**src/rtl/gcfr_ram.sv**
```systemverilog
`timescale 1ns / 1ps
// ----------------------------------------------------------------------------
// gcfr_ram
// Simple dual-port RAM: one write port, one read port, registered read data.
// ----------------------------------------------------------------------------
module gcfr_ram #(
  parameter int Width = 8,
  parameter int Depth = 256
) (
  input  logic                     clk_i,
  input  logic                     we_i,
  input  logic [$clog2(Depth)-1:0] waddr_i,
  input  logic [Width-1:0]         wdata_i,
  input  logic                     re_i,
  input  logic [$clog2(Depth)-1:0] raddr_i,
  output logic [Width-1:0]         rdata_o
);

  logic [Width-1:0] mem_q [Depth];
  logic [Width-1:0] rdata_q;

  always_ff @(posedge clk_i) begin
    if (we_i) begin
      mem_q[waddr_i] <= wdata_i;
    end
    if (re_i) begin
      rdata_q <= mem_q[raddr_i];
    end
  end

  assign rdata_o = rdata_q;

endmodule

```
**config.mk**
```make
export PLATFORM = sky130hd
export DESIGN_NAME = gcfr_ram
export DESIGN_NICKNAME = d
export VERILOG_FILES = /design/src/rtl/gcfr_ram.sv
export SDC_FILE = /design/constraint.sdc
export NUM_CORES = 2
export LEC_CHECK = 0
export BUFFER_PORTS_ARGS = -buffer_cell sky130_fd_sc_hd__buf_2
export CORE_MARGIN = 2
export CORE_UTILIZATION = 56
export CTS_BUF_LIST = sky130_fd_sc_hd__clkbuf_2
export CTS_CLUSTER_SIZE = 10
export DETAILED_ROUTE_END_ITERATION = 10
export PLACE_DENSITY_LB_ADDON = 0.1
export SYNTH_ARGS = -nofsm -noshare
export SYNTH_HDL_FRONTEND = slang
export SYNTH_SLANG_ARGS = --single-unit
```
**constraint.sdc**
```tcl
create_clock -name clk_i -period 3.7 [get_ports clk_i]
set_clock_uncertainty 0.15 [all_clocks]
set_input_delay 0.74 -clock clk_i [delete_from_list [all_inputs] [get_ports clk_i]]
set_output_delay 0.74 -clock clk_i [all_outputs]
set_load 0.02 [all_outputs]
```
# Yosys cells after proc, flatten, opt, wreduce, memory -nomap -nowiden
# Memory sizes are Yosys's and may differ from the RTL's. A register that Yosys moved wholly into a read port is not among the register bits.
# Cells that the tools add are included.
[classes]
addsub = 0
n_mul = 0
n_div = 0
order_cmp = 0
eq_ne = 0
shift = 0
muxes = 2
bitwise_logic = 0
n_reduce_logical = 0
[ops]
columns = ["operator", "n"]
rows = [
  ["1-bit two-way mux", 2],
]
[totals]
reg_bits = 0
latch_bits = 0
ram_bits = 2048
rom_bits = 0
input_bits = 27
memories = 1
[mem_list]
columns = ["name", "depth", "word_bits", "rd", "rd_clocked_by_memory_dff", "wr", "line", "source"]
rows = [
  ["mem_q", 256, 8, 1, 1, 1, "19", "logic [Width-1:0] mem_q [Depth];"],
]

# Longest topological paths before layout
[logic_depth]
depth_word = 2
mapped_depth = 11
ltp_nobuf = 6

# Worst setup path after synthesis
# Ideal clock, no wire load.
[synth_timing]
kind = "input port to flip-flop"
startpoint = "input raddr_i[0]"
endpoint = "register rdata_q[2] (netlist: rdata_o[2]) (read register of mem_q) (data pin)"
arrival_ps = 2547
setup_slack_ps = 734
cell_stages = 9
cell_sequence = "buf_6 -> buf_12 -> buf_8 -> buf_2 -> mux4_2 -> a22oi_1 -> a21oi_1 -> nor4_1 -> nor4_2"
[synth_rtl]
columns = ["element", "line", "source"]
rows = [
  ["from (decl)", "15", "input logic [$clog2(Depth)-1:0] raddr_i,"],
  ["to (decl)", "20", "logic [Width-1:0] rdata_q;"],
]

==> parameters.txt <==
Parameter                              Value

Synthesis
  Sequential area share after synthesis    between 70% and 80%
  Mean area per synthesized cell    21.33 um^2
  Synthesized netlist net count    about 3800
  Count of mapped cells out of synthesis    3733
  Number of library cell types mapped by synthesis    54
  Total number of yosys warnings    0
  Count of flip-flops with a built-in enable after synthesis    2056
  Yosys reg bits    between 2000 and 2500
  Dominant synthesized flop cell    sky130_fd_sc_hd__edfxtp_1
  Async S/R FF share, synth    0%
  Post-synthesis instance area    79640 um^2

Critical path
  Startpoint of the worst setup timing path    mem_q[83][3]$_DFFE_PP_
  Worst R2R Start    mem_q[83][3]$_DFFE_PP_
  Data arrival time of the critical path    about 4.8 ns
  Required time at the worst-slack endpoint    4.94 ns
  Worst setup path class    register to register
  Crit end category    register
  Launching element type of the critical path    register
  Largest fanout on the critical path    1

Global route
  Wire length of the first global-routing pass    297300 um
  Largest net degree at the start of global routing    between 100 and 150
  Overflow left after global routing    0
  Tot GR Track Use    between 20% and 30%
  Antenna violations before repair    14
  Number of global-route vias before repair    about 44000

Timing
  Number of pins with negative max-slew slack in the final report    0
  Final period demand of the worst path    3.529 ns
  Hold_ws    0.2067 ns
  Setup slack of the critical path after layout    approximately 0.17 ns
  Least-Margin Pin Slew    1.356 ns
  Slew headroom    just under 9%
  Final setup violation count    0
  Fmax    between 200 and 300 MHz
  Tcrit/Tclk final    a little over nine tenths
  Unrepaired setup endpoints after global routing    no
  Final hold violations    0

Floorplanning
  Floorplan row count    138
  CORE AREA    roughly 140000 um^2
  Total die area    145200 um^2
  Ports    35
  Vertical extent of the die    approximately 380 um
  Effective utilization at floorplan    between 50% and 60%
  Horiz. Die Dim    roughly 380 um

Power and ir drop
  Worst vdd ir    ~0.28 mV
  Comb pwr share    around 6.0%
  Sequential power share    60.3%
  Pleak    about 30 nW
  NetSw    slightly above 10 mW
  Switching Fraction    24.15%
  Power per cell area    472.2 nW/um^2
  Internal power consumption    32.29 mW
  Clock share of power    33.7%

Routing
  Ratio of routed vias to standard cells    6.237
  Detailed-router iteration count before antenna repair    6
  Routed wirelength normalized by instance count    ~30 um
  Post-route ant nets    0
  DRC marker count from the first detailed-route iteration    5144
  Final WL    approximately 200000 um
  Final routed DRC violation total    0
  Vias after detailed routing    ~43000

Worst hold path
  Start point of the worst min-delay path    raddr_i[3]
  Worst Hold Class    input port to register

Clock network
  Total setup buffers inserted after CTS    0
  Clock Latency Late Sink    between 1.5 and 2 ns
  Clock tree from TritonCTS    done
  Max clock buf depth    4
  Clock sink total    2056
  Clock H-tree levels    6
  Clock buffers created by TritonCTS    ~530
  CTS resizes    0
  Worst-path clk slew    roughly 0.1 ns
  CTS root buf    sky130_fd_sc_hd__clkbuf_2

Placement
  Number of cells after detailed placement    around 5900
  Weighted congestion reported at the end of routability-driven placement    0.8631
  Post-detailed-placement half-perimeter wirelength    ~130000 um
  Setup Slack @ Placement    -0.8326 ns
  Placed Instance Area    about 85000 um^2
  Port-buffer cells    34

Cells and area
  Final standard cell area without fillers    around 90000 um^2
  Most common library cell in the layout ignoring fill and taps    sky130_fd_sc_hd__edfxtp_1
  Area Growth Syn to Fin    13.22%
  Final core utilization    a little under two thirds
  Count of placed standard cells in the final layout, fillers left out    6852
  Commonest non-fill, non-tap cells in the layout    2056 x sky130_fd_sc_hd__edfxtp_1, 731 x sky130_fd_sc_hd__clkbuf_2, 454 x sky130_fd_sc_hd__mux4_2
  Number of nets in the layout    about 4600
  Fraction of final layout cells with drive strength greater than 1    35.94%

Outcome
  Status    completed

Flow run
  Max cap viols    0
[flip-flops by register name, summed over array words and instances, names as in the netlist]
register  flops
mem_q      2048
rdata_o       8
[logic make-up after synthesis]
kind of cell	Yosys count	share of synthesized area, %
DFF	2056	77.53
buffers and inverters	235	1.829
muxes	591	14.60
AOI/OAI and AO/OA	385	3.416
and+or+nand+nor	466	2.625
[what timing repair did]
item	in CTS	in global routing
endpoints found under the hold margin	4108	0
hold buffers	50	0
setup endpoints to repair	0	0
[cell usage after synthesis, types with 2 or more instances]
library cell | count | area [um^2]
sky130_fd_sc_hd__edfxtp_1 | 2056 | 61740
sky130_fd_sc_hd__mux4_2 | 454 | 10220
sky130_fd_sc_hd__nor2_1 | 282 | 1059
sky130_fd_sc_hd__mux2i_1 | 134 | 1341
sky130_fd_sc_hd__a22oi_1 | 133 | 998.5
sky130_fd_sc_hd__clkbuf_1 | 111 | 416.7
sky130_fd_sc_hd__a21oi_1 | 96 | 480.5
sky130_fd_sc_hd__o221ai_1 | 46 | 402.9
sky130_fd_sc_hd__nand3_1 | 34 | 170.2
sky130_fd_sc_hd__nand2_1 | 33 | 123.9
sky130_fd_sc_hd__buf_2 | 31 | 155.2
sky130_fd_sc_hd__nor2b_1 | 31 | 193.9
sky130_fd_sc_hd__o22ai_1 | 28 | 175.2
sky130_fd_sc_hd__buf_4 | 27 | 202.7
sky130_fd_sc_hd__nor4_1 | 24 | 150.1
sky130_fd_sc_hd__buf_1 | 22 | 82.58
sky130_fd_sc_hd__nor3_1 | 22 | 110.1
sky130_fd_sc_hd__buf_6 | 21 | 236.5
sky130_fd_sc_hd__a211oi_1 | 16 | 120.1
sky130_fd_sc_hd__a221oi_1 | 13 | 113.9
sky130_fd_sc_hd__buf_8 | 13 | 195.2
sky130_fd_sc_hd__nand4_1 | 10 | 62.56
sky130_fd_sc_hd__o211ai_1 | 10 | 75.07
sky130_fd_sc_hd__o21ai_0 | 10 | 50.05
sky130_fd_sc_hd__a22o_1 | 8 | 70.07
sky130_fd_sc_hd__buf_12 | 8 | 160.2
sky130_fd_sc_hd__nand2b_1 | 8 | 50.05
sky130_fd_sc_hd__and2_1 | 6 | 37.54
sky130_fd_sc_hd__o22a_1 | 5 | 43.79
sky130_fd_sc_hd__o32ai_1 | 4 | 35.03
sky130_fd_sc_hd__or2_2 | 4 | 25.02
sky130_fd_sc_hd__nor4_2 | 3 | 37.54
sky130_fd_sc_hd__a2111oi_0 | 2 | 17.52
sky130_fd_sc_hd__a2111oi_1 | 2 | 20.02
sky130_fd_sc_hd__a311oi_1 | 2 | 17.52
sky130_fd_sc_hd__a31oi_1 | 2 | 12.51
sky130_fd_sc_hd__and3b_1 | 2 | 17.52
sky130_fd_sc_hd__mux4_1 | 2 | 52.55
sky130_fd_sc_hd__nand3b_1 | 2 | 15.01
sky130_fd_sc_hd__o21ai_1 | 2 | 10.01
[routing by layer]
metal / vias up / wire, um / track usage (%) / part of all wire [%]
li1: 17790 / - / - / -
met1: 22270 / 79870 / 39.34 / 39
met2: 2273 / 99720 / 44.79 / 49
met3: 395 / 18430 / 6.511 / 9.0
met4: 12 / 6548 / 11.30 / 3.2
met5: - / 73 / 0 / 0.036
[through the flow]
step                total power [mW]  TNS (ns)
global placement               28.63    -3.591
global route                   44.27         0
detailed placement             28.69    -3.095
finish                         42.58         0
CTS                            42.95         0
floorplan                      27.46         0
[worst paths after layout]
check / end / slack (ns) / depth (start not counted)
setup / recovery: rdata_o[3]$_DFFE_PP_ / 0.17 / 6
hold / removal: rdata_o[7]$_DFFE_PP_ / 0.21 / 8
setup reg to reg: rdata_o[3]$_DFFE_PP_ / 0.17 / 6
hold reg to reg: rdata_o[5]$_DFFE_PP_ / 1.04 / 7
[layout make-up]
type / instances / area, um^2
tap: 1890 / 2365
clock inverter: 136 / 685.7
multi-input combinational: 1442 / 16480
sequential: 2056 / 61740
inverter: 2 / 7.507
timing repair buffer: 583 / 5202
fill: 9803 / 51250
antenna: 12 / 30.03
clock buffer: 731 / 3659
[worst max-delay path, stage by stage (launching register included)]
cell	delay (ns)
sky130_fd_sc_hd__edfxtp_1	0.36
sky130_fd_sc_hd__mux4_2	0.47
sky130_fd_sc_hd__a22o_1	0.25
sky130_fd_sc_hd__a221oi_1	0.59
sky130_fd_sc_hd__o32ai_1	0.22
sky130_fd_sc_hd__nor3_1	0.96
sky130_fd_sc_hd__nor4_1	0.17
[power groups by stage]
stage / combinational [mW] / sequential (mW) / clock, mW
final: 2.54 / 25.7 / 14.4
after CTS: 2.55 / 25.7 / 14.7
after detailed placement: 2.47 / 26.2 / 0
after floorplan: 1.25 / 26.2 / 0
after global placement: 2.42 / 26.2 / 0
after global routing: 2.67 / 25.7 / 15.9
(Power assumes the default switching activity.)
