File: config.mk
export PLATFORM = sky130hd
export DESIGN_NAME = gcfr_ctrl
export DESIGN_NICKNAME = d
export VERILOG_FILES = /design/src/rtl/gcfr_pkg.sv /design/src/rtl/gcfr_ctrl.sv
export SDC_FILE = /design/constraint.sdc
export NUM_CORES = 1
export LEC_CHECK = 0
export BUFFER_PORTS_ARGS = -buffer_cell sky130_fd_sc_hd__buf_2
export CAP_MARGIN = 10
export CORE_ASPECT_RATIO = 0.9
export CORE_MARGIN = 5
export CORE_UTILIZATION = 51
export DETAILED_ROUTE_END_ITERATION = 8
export PLACE_DENSITY_LB_ADDON = 0.12
export SYNTH_ARGS = -nofsm -noshare
export SYNTH_HDL_FRONTEND = slang
export SYNTH_SLANG_ARGS = --single-unit
File: constraint.sdc
create_clock -name clk_i -period 2.85 [get_ports clk_i]
set_input_delay 0.1425 -clock clk_i [delete_from_list [all_inputs] [get_ports clk_i]]
set_output_delay 0.1425 -clock clk_i [all_outputs]
set_load 0.02 [all_outputs]
File: src/rtl/gcfr_pkg.sv
`timescale 1ns / 1ps
// ----------------------------------------------------------------------------
// gcfr_pkg
// Types and constants shared by the glyph cache tag engine.
// ----------------------------------------------------------------------------
package gcfr_pkg;

  localparam int CodeBits    = 16;
  localparam int CodeSpace   = 1 << CodeBits;
  localparam int BlkBits     = 8;
  localparam int NumBlocks   = 1 << BlkBits;
  localparam int SizeBits    = 8;
  localparam int UseBits     = 9;
  localparam int MetricsBits = 32;

  localparam logic [UseBits-1:0] DefBlocksInUse = 9'd256;
  localparam logic [SizeBits-1:0] DefMaxSize   = 8'd32;

  localparam logic [7:0] CfgMaxGlyphSize = 8'd0;
  localparam logic [7:0] CfgBlocksInUse  = 8'd1;

  localparam logic [1:0] StatusHit     = 2'd0;
  localparam logic [1:0] StatusMiss    = 2'd1;
  localparam logic [1:0] StatusStored  = 2'd2;
  localparam logic [1:0] StatusRefused = 2'd3;

  typedef enum logic [2:0] {
    S_CLEAR,
    S_IDLE,
    S_RD_IDX,
    S_RD_TAG,
    S_WR_TAG,
    S_WR_OLD,
    S_WR_SET,
    S_REFUSE
  } gcfr_state_e;

  typedef struct packed {
    logic               valid;
    logic [BlkBits-1:0] blk;
  } idx_entry_t;

  typedef struct packed {
    logic [MetricsBits-1:0] metrics;
    logic [7:0]             style;
    logic [SizeBits-1:0]    size;
    logic [7:0]             font;
    logic [CodeBits-1:0]    code;
  } blk_word_t;

  typedef struct packed {
    logic                   func;
    logic [CodeBits-1:0]    code;
    logic [7:0]             font;
    logic [SizeBits-1:0]    size;
    logic [7:0]             style;
    logic [MetricsBits-1:0] metrics;
  } req_t;

  typedef struct packed {
    logic [1:0]             status;
    logic [BlkBits-1:0]     slot;
    logic [MetricsBits-1:0] metrics;
  } rsp_t;

  typedef struct packed {
    logic                re;
    logic                we;
    logic [CodeBits-1:0] addr;
    idx_entry_t          wdata;
  } idx_port_t;

  typedef struct packed {
    logic               re;
    logic               we;
    logic [BlkBits-1:0] raddr;
    logic [BlkBits-1:0] waddr;
    blk_word_t          wdata;
  } blk_port_t;

endpackage

File: src/rtl/gcfr_ctrl.sv
`timescale 1ns / 1ps
// ----------------------------------------------------------------------------
// gcfr_ctrl
// Lookup / insert sequencer: walks the code index and block tag memories,
// keeps tag valid bits and the round-robin victim pointer.
// ----------------------------------------------------------------------------
module gcfr_ctrl (
  input  logic                           clk_i,
  input  logic                           rst_ni,
  input  logic                           in_valid_i,
  output logic                           in_ready_o,
  input  gcfr_pkg::req_t                 in_req_i,
  input  logic [gcfr_pkg::SizeBits-1:0]  max_size_i,
  input  logic [gcfr_pkg::UseBits-1:0]   blocks_i,
  output gcfr_pkg::idx_port_t            idx_port_o,
  input  gcfr_pkg::idx_entry_t           idx_rdata_i,
  output gcfr_pkg::blk_port_t            blk_port_o,
  input  gcfr_pkg::blk_word_t            blk_rdata_i,
  output logic                           rsp_valid_o,
  input  logic                           rsp_ready_i,
  output gcfr_pkg::rsp_t                 rsp_o
);

  import gcfr_pkg::*;

  gcfr_state_e              state_q, state_d;
  req_t                     req_q, req_d;
  logic [BlkBits-1:0]       victim_q, victim_d;
  logic [NumBlocks-1:0]     tag_vld_q, tag_vld_d;
  logic [CodeBits-1:0]      clr_addr_q, clr_addr_d;

  logic                     accept;
  logic                     too_big;
  logic                     tag_match;
  logic [UseBits-1:0]       rot_len;
  logic [UseBits-1:0]       victim_inc;
  logic [BlkBits-1:0]       victim_next;

  assign accept  = in_valid_i && (state_q == S_IDLE);
  assign too_big = in_req_i.size > max_size_i;

  assign tag_match = tag_vld_q[idx_rdata_i.blk] &&
                     (blk_rdata_i.code  == req_q.code) &&
                     (blk_rdata_i.font  == req_q.font) &&
                     (blk_rdata_i.size  == req_q.size) &&
                     (blk_rdata_i.style == req_q.style);

  // rotation length: zero acts as one, saturated at the pool size
  always_comb begin
    rot_len = blocks_i;
    if (blocks_i == '0) begin
      rot_len = UseBits'(1);
    end else if (blocks_i > UseBits'(NumBlocks)) begin
      rot_len = UseBits'(NumBlocks);
    end
  end

  assign victim_inc  = {1'b0, victim_q} + UseBits'(1);
  assign victim_next = (victim_inc >= rot_len) ? '0 : victim_inc[BlkBits-1:0];

  // next state
  always_comb begin
    state_d = state_q;
    case (state_q)
      S_CLEAR: begin
        if (&clr_addr_q) state_d = S_IDLE;
      end
      S_IDLE: begin
        if (in_valid_i) begin
          if (!in_req_i.func) state_d = S_RD_IDX;
          else if (too_big)   state_d = S_REFUSE;
          else                state_d = S_WR_TAG;
        end
      end
      S_RD_IDX: begin
        if (idx_rdata_i.valid) state_d = S_RD_TAG;
        else if (rsp_ready_i)  state_d = S_IDLE;
      end
      S_RD_TAG: begin
        if (rsp_ready_i) state_d = S_IDLE;
      end
      S_WR_TAG: begin
        state_d = tag_vld_q[victim_q] ? S_WR_OLD : S_WR_SET;
      end
      S_WR_OLD: begin
        state_d = S_WR_SET;
      end
      S_WR_SET: begin
        if (rsp_ready_i) state_d = S_IDLE;
      end
      S_REFUSE: begin
        if (rsp_ready_i) state_d = S_IDLE;
      end
      default: state_d = S_IDLE;
    endcase
  end

  // outputs and datapath
  always_comb begin
    in_ready_o  = (state_q == S_IDLE);
    idx_port_o  = '0;
    blk_port_o  = '0;
    rsp_valid_o = 1'b0;
    rsp_o       = '0;
    req_d       = accept ? in_req_i : req_q;
    victim_d    = victim_q;
    tag_vld_d   = tag_vld_q;
    clr_addr_d  = clr_addr_q;
    case (state_q)
      S_CLEAR: begin
        idx_port_o.we   = 1'b1;
        idx_port_o.addr = clr_addr_q;
        clr_addr_d      = clr_addr_q + CodeBits'(1);
      end
      S_IDLE: begin
        idx_port_o.re    = in_valid_i && !in_req_i.func;
        idx_port_o.addr  = in_req_i.code;
        blk_port_o.re    = in_valid_i && in_req_i.func && !too_big;
        blk_port_o.raddr = victim_q;
      end
      S_RD_IDX: begin
        if (idx_rdata_i.valid) begin
          blk_port_o.re    = 1'b1;
          blk_port_o.raddr = idx_rdata_i.blk;
        end else begin
          rsp_valid_o   = 1'b1;
          rsp_o.status  = StatusMiss;
        end
      end
      S_RD_TAG: begin
        rsp_valid_o = 1'b1;
        if (tag_match) begin
          rsp_o.status  = StatusHit;
          rsp_o.slot    = idx_rdata_i.blk;
          rsp_o.metrics = blk_rdata_i.metrics;
        end else begin
          rsp_o.status  = StatusMiss;
        end
      end
      S_WR_TAG: begin
        blk_port_o.we            = 1'b1;
        blk_port_o.waddr         = victim_q;
        blk_port_o.wdata.code    = req_q.code;
        blk_port_o.wdata.font    = req_q.font;
        blk_port_o.wdata.size    = req_q.size;
        blk_port_o.wdata.style   = req_q.style;
        blk_port_o.wdata.metrics = req_q.metrics;
        tag_vld_d[victim_q]      = 1'b1;
        idx_port_o.re            = tag_vld_q[victim_q];
        idx_port_o.addr          = blk_rdata_i.code;
      end
      S_WR_OLD: begin
        // drop the old code's entry only if it still names the victim
        idx_port_o.we   = idx_rdata_i.valid && (idx_rdata_i.blk == victim_q);
        idx_port_o.addr = blk_rdata_i.code;
      end
      S_WR_SET: begin
        rsp_valid_o            = 1'b1;
        rsp_o.status           = StatusStored;
        rsp_o.slot             = victim_q;
        idx_port_o.we          = rsp_ready_i;
        idx_port_o.addr        = req_q.code;
        idx_port_o.wdata.valid = 1'b1;
        idx_port_o.wdata.blk   = victim_q;
        if (rsp_ready_i) victim_d = victim_next;
      end
      S_REFUSE: begin
        rsp_valid_o  = 1'b1;
        rsp_o.status = StatusRefused;
      end
      default: ;
    endcase
  end

  always_ff @(posedge clk_i or negedge rst_ni) begin
    if (!rst_ni) begin
      state_q    <= S_CLEAR;
      victim_q   <= '0;
      tag_vld_q  <= '0;
      clr_addr_q <= '0;
    end else begin
      state_q    <= state_d;
      victim_q   <= victim_d;
      tag_vld_q  <= tag_vld_d;
      clr_addr_q <= clr_addr_d;
    end
  end

  always_ff @(posedge clk_i) begin
    req_q <= req_d;
  end

endmodule

Yosys cells after proc, flatten, opt, wreduce, memory -nomap -nowiden
Index checks and enable logic that the tools add are counted.
{"block": "op_classes", "add_sub_neg": 2, "n_lt_le_gt_ge": 6, "eq_ne": 14, "n_mux": 35, "bitwise": 1, "reduce_logical": 19}
{"cell": "OR 256 bit", "n": 1}
{"cell": "two-way mux 80 bit", "n": 1}
{"cell": "case mux 16 bit (4 select lines)", "n": 1}
{"cell": "two-way mux 40 bit", "n": 1}
{"cell": "== test 8 bit", "n": 4}
{"cell": "two-way mux 32 bit", "n": 1}
{"cell": "case mux 8 bit (2 select lines)", "n": 2}
{"cell": "two-way mux 9 bit", "n": 3}
{"cell": "< comparator 8 x 9 -> 1 bit, second input constant", "n": 2}
{"cell": "case mux 3 bit (6 select lines)", "n": 1}
{"cell": "adder 16 x 1 -> 16 bit, second input constant", "n": 1}
{"cell": "binary-select mux 1 bit (select 8 bit)", "n": 2}
{"cell": "== test 16 bit", "n": 1}
{"cell": "two-way mux 8 bit", "n": 2}
{"cell": "AND reduction 16 bit", "n": 1}
{"cell": "two-way mux 3 bit", "n": 5}
{"cell": "== test 3 bit, second input constant", "n": 4}
{"cell": "logical AND 1 bit", "n": 10}
{"cell": "adder 8 x 1 -> 9 bit, second input constant", "n": 1}
{"cell": "greater-or-equal comparator 9 bit", "n": 1}
{"cell": "greater-than comparator 9 bit, second input constant", "n": 1}
{"cell": "logical NOT 9 bit", "n": 1}
{"cell": "demux 1 bit (select 8 bit)", "n": 1}
{"cell": "greater-or-equal comparator 8 x 1 -> 1 bit, second input constant", "n": 1}
{"cell": "14 further kinds", "n": 28}
{"block": "word_totals", "register_bits": 355, "in_bits": 175, "out_inout_bits": 161}

Longest topological paths before layout
{"block": "logic_depth", "depth_word": 8, "ltp_mapped": 13, "mapped_depth_nobuf": 12}

Worst setup path before layout
OpenSTA, ideal clock, no wires.
{"block": "synth_path", "path_type": "register -> register", "from": "register victim_q[1]", "to": "register victim_q[0]", "setup_time_ps": 83, "arrival_ps": 3046, "path_slack_ps": -278, "stages_incl_launch_ff": 14, "n_path_buf": 3, "period_less_slack_ps": 3128, "cell_sequence": "dfrtp_1 -> buf_2 -> buf_1 -> buf_1 -> inv_1 -> ha_1 -> ha_1 -> a21o_1 -> a21o_1 -> a21o_1 -> a211oi_1 -> o21a_1 -> nor2_1 -> o21ai_0"}
{"block": "synth_between", "elab_chain_cells": 3}
{"item": "start, declared", "line_no": "gcfr_ctrl.sv:28", "text": "logic [BlkBits-1:0] victim_q, victim_d;"}
{"item": "start signal, assigned", "line_no": "gcfr_ctrl.sv:183", "text": "victim_q <= victim_d;"}
{"item": "adder 8 x 1 -> 9 bit", "line_no": "gcfr_ctrl.sv:58", "text": "assign victim_inc = {1'b0, victim_q} + UseBits'(1);"}
{"item": "greater-or-equal comparator 9 bit", "line_no": "gcfr_ctrl.sv:59", "text": "assign victim_next = (victim_inc >= rot_len) ? '0 : victim_inc[BlkBits-1:0];"}
{"item": "two-way mux 8 bit", "line_no": "gcfr_ctrl.sv:59"}
No other way between the ends.
A chain may end at the register's enable or synchronous reset.

==> results_dict.tcl <==
set metrics [dict create \
    fin_setup_tns_ns -25.11 \
    met3_length_um 6233 \
    worstSetupPathType "reg2out" \
    root_buffer "clkbuf_16" \
    dr.pass1.iters 5 \
    clock-sinks 355 \
    worstSetupEndpointType "output pin" \
    failed_checks "negative setup slack" \
    synthCells 1534 \
    fin_crit_ns 3.463 \
    maxSlewViolCount 0 \
    hold_path.class "in2reg" \
    clock_skew_ns 0.03043 \
    dp_slack_ns -0.7041 \
    pin_count 336 \
    async_flop_share_pct 79.72 \
    wl_met2_um 32530 \
    overflow 0 \
    drive_above_1_share_pct 41.56 \
    drv_cap 0 \
    hpwl_um 45840 \
    final_cell_mix "291 x buf_2, 278 x dfrtp_1, 179 x a21o_1, 179 x buf_4, 124 x mux4_2" \
    die_h_um 193.0 \
    vdd_ir_drop_max_mv 0.6449 \
    worstPathCellList "mux4_2 > a22o_4 > a221oi_4 > o22ai_1 > or4_4 > nand4_4 > buf_12 > nor2_4 > a21o_1 > buf_6" \
    netlist_area_um2 18980 \
    ys_types 58 \
    gp_congestion 0.9348 \
    num_vias 16310 \
    max_stage_delay_ns 0.48 \
    rsz0062_at_grt "true" \
    first_iter_violations 1614 \
    syn_avg_cell_area_um2 12.37 \
    drt_wl_total_um 67910 \
    cts_inserted_buffers 39 \
    ys_warn_count 0 \
    via_per_inst 6.300 \
    row_count 67 \
    cts.path.max_buffers 3 \
    synth_nets 1731 \
    postRouteAntennaNets 0 \
    fin_ws_ns -0.6131 \
    worst_hold_slack_ns 0.1067 \
    numPortBuffers 335 \
    worstPathRequired_ns 2.71 \
    track_usage_pct 31.74 \
    wl_met1_um 26720 \
    synth_edf_count 72 \
    cp_slowest_cell "mux4_2" \
    crit_fanout 8 \
    nNetsFinal 2270 \
    final_hold_viol_count 0 \
    topRoutingLayerUsed "met4" \
    wl_per_cell_um 26.23 \
    totalPowerFinal_w 0.01746 \
    fill_cells 2638 \
    slew_headroom_pct 16.56 \
    path_clk_slew_ns 0.07 \
    fin_crit_sh_pct 121.5 \
    insertion_delay_ns 0.56 \
    setup_viol 52 \
    worstHoldPathCells 4 \
    coreArea_um2 36970 \
    yosysSeqAreaShare_pct 48.70 \
    grt_max_degree 100 \
    start_util_pct 51.34 \
    p_per_area_nw_per_um2 681.3 \
    die_area_um2 41180 \
    worst_pin_slew_ns 1.247 \
    final_common_cell "buf_2" \
    grt_antenna_before_repair 0 \
    fin_util_pct 69.34 \
    arrival_ns 3.32 \
    p_leak_nw 13.40 \
    drc 0 \
    cts_tree "yes" \
    ys_ff_latch 355 \
    clock.fmax_ghz 0.2888 \
    grt_pass1_vias 16690 \
    cts_htree_levels 2 \
    synth_ff_type "dfrtp_1" \
    startpoint_type "flip-flop" \
    grt_first_pass_wirelength_um 100100 \
    r2r_cells 14 \
    die-width_um 213.3 \
    status "finished with violations" \
    areaGrowthSynthToFinish_pct 35.06 \
]
==> synthesized netlist by cell type, types with 9 or more instances <==
master      n  area, um2
nor2b_1    10      62.56
o21ai_0    28      140.1
nand3_1    36      180.2
nor4_1     16      100.1
a21o_1    179       1344
nor2_1     37      138.9
clkbuf_1  103      386.6
ha_1       22      275.3
xnor2_1    19      166.4
a221oi_1   10      87.58
nand2_1    72      270.3
edfxtp_1   72       2162
buf_1       9      33.78
a21oi_1    16      80.08
xor2_1     49      429.2
and3_1     96      600.6
a22oi_1    37      277.8
inv_1      15      56.30
a31o_2     21      183.9
o21bai_1   70      525.5
and2_1     40      250.2
mux2i_1    31      310.3
nand4_1    11      68.82
dfrtp_1   283       7082
nor3_1     16      80.08
a22o_1     35      306.5
mux4_2    124       2793
buf_2      10      50.05
==> cell type report <==
cell class | count | area [um2] | share of cell area [%]
antenna | 3 | 7.507 | 0.02929
clock buffer | 57 | 1206 | 4.705
clock inverter | 14 | 141.4 | 0.5516
inverter | 17 | 75.07 | 0.2929
multi-input combinational | 1035 | 9580 | 37.37
sequential | 355 | 9253 | 36.10
tap | 483 | 604.3 | 2.358
timing repair buffer | 625 | 4766 | 18.59
==> cells by family after synthesis <==
kind of cell	Yosys count	share of synthesized area [%]
AO/OA/AOI/OAI	423	16.61
XOR/XNOR	68	3.138
adder cells (fa/ha/maj)	22	1.450
buffers and inverters	152	3.507
flip-flops	355	48.70
multiplexers	158	16.53
AND/OR/NAND/NOR	356	10.06
==> routing by layer <==
layer  up-vias  global-route usage, %
met4         0                  10.93
li1       6952                      -
met3       181                  6.229
met2       872                  49.88
met5         -                      0
met1      8306                  44.87
==> worst max-delay path, delay by kind of cell (launching register included) <==
family                 cells  cell delay, ns
and+or+nand+nor            3            0.63
DFF                        1            0.38
buffers and inverters      2            0.31
AOI/OAI and AO/OA          4            0.97
muxes                      1            0.48
==> what timing repair did <==
item	CTS	global route
gates cloned	9	1
hold buffers	75	0
hold endpoints to repair	144	0
resized for setup	135	68
buffers inserted	22	4
endpoints found under the setup margin	228	70
pin swaps	54	38
==> power breakdown <==
part | switching [W] | internal (W)
sequential | 0.000311 | 0.00555
clock | 0.00215 | 0.00313
combinational | 0.00370 | 0.00262
total | 0.00616 | 0.0113
==> worst paths after layout <==
path,from,endpoint,slack (ns)
hold / removal,rsp_ready_i,victim_q[6]$_DFFE_PN0P_,0.11
min in group asynchronous,rst_ni,tag_vld_q[240]$_DFFE_PN0P_,0.18
setup reg to reg,victim_q[0]$_DFFE_PN0P_,victim_q[0]$_DFFE_PN0P_,-0.19
max in group asynchronous,rst_ni,tag_vld_q[36]$_DFFE_PN0P_,1.73
hold reg to reg,tag_vld_q[15]$_DFFE_PN0P_,tag_vld_q[15]$_DFFE_PN0P_,0.47
setup / recovery,tag_vld_q[38]$_DFFE_PN0P_,rsp_o[35],-0.61
==> per-stage QoR <==
stage	instance area, um2	cells
3_5_place_dp	22540	2416
6_report	25630	2589
5_1_grt	25630	2586
3_3_place_gp	22540	2416
4_1_cts	25360	2581
2_1_floorplan	19000	1534
==> registers in the layout, indices dropped and copies added (netlist names) <==
name	cells
clr_addr_q	16
req_q	72
state_q	3
tag_vld_q	256
victim_q	8
(Power assumes the default switching activity.)
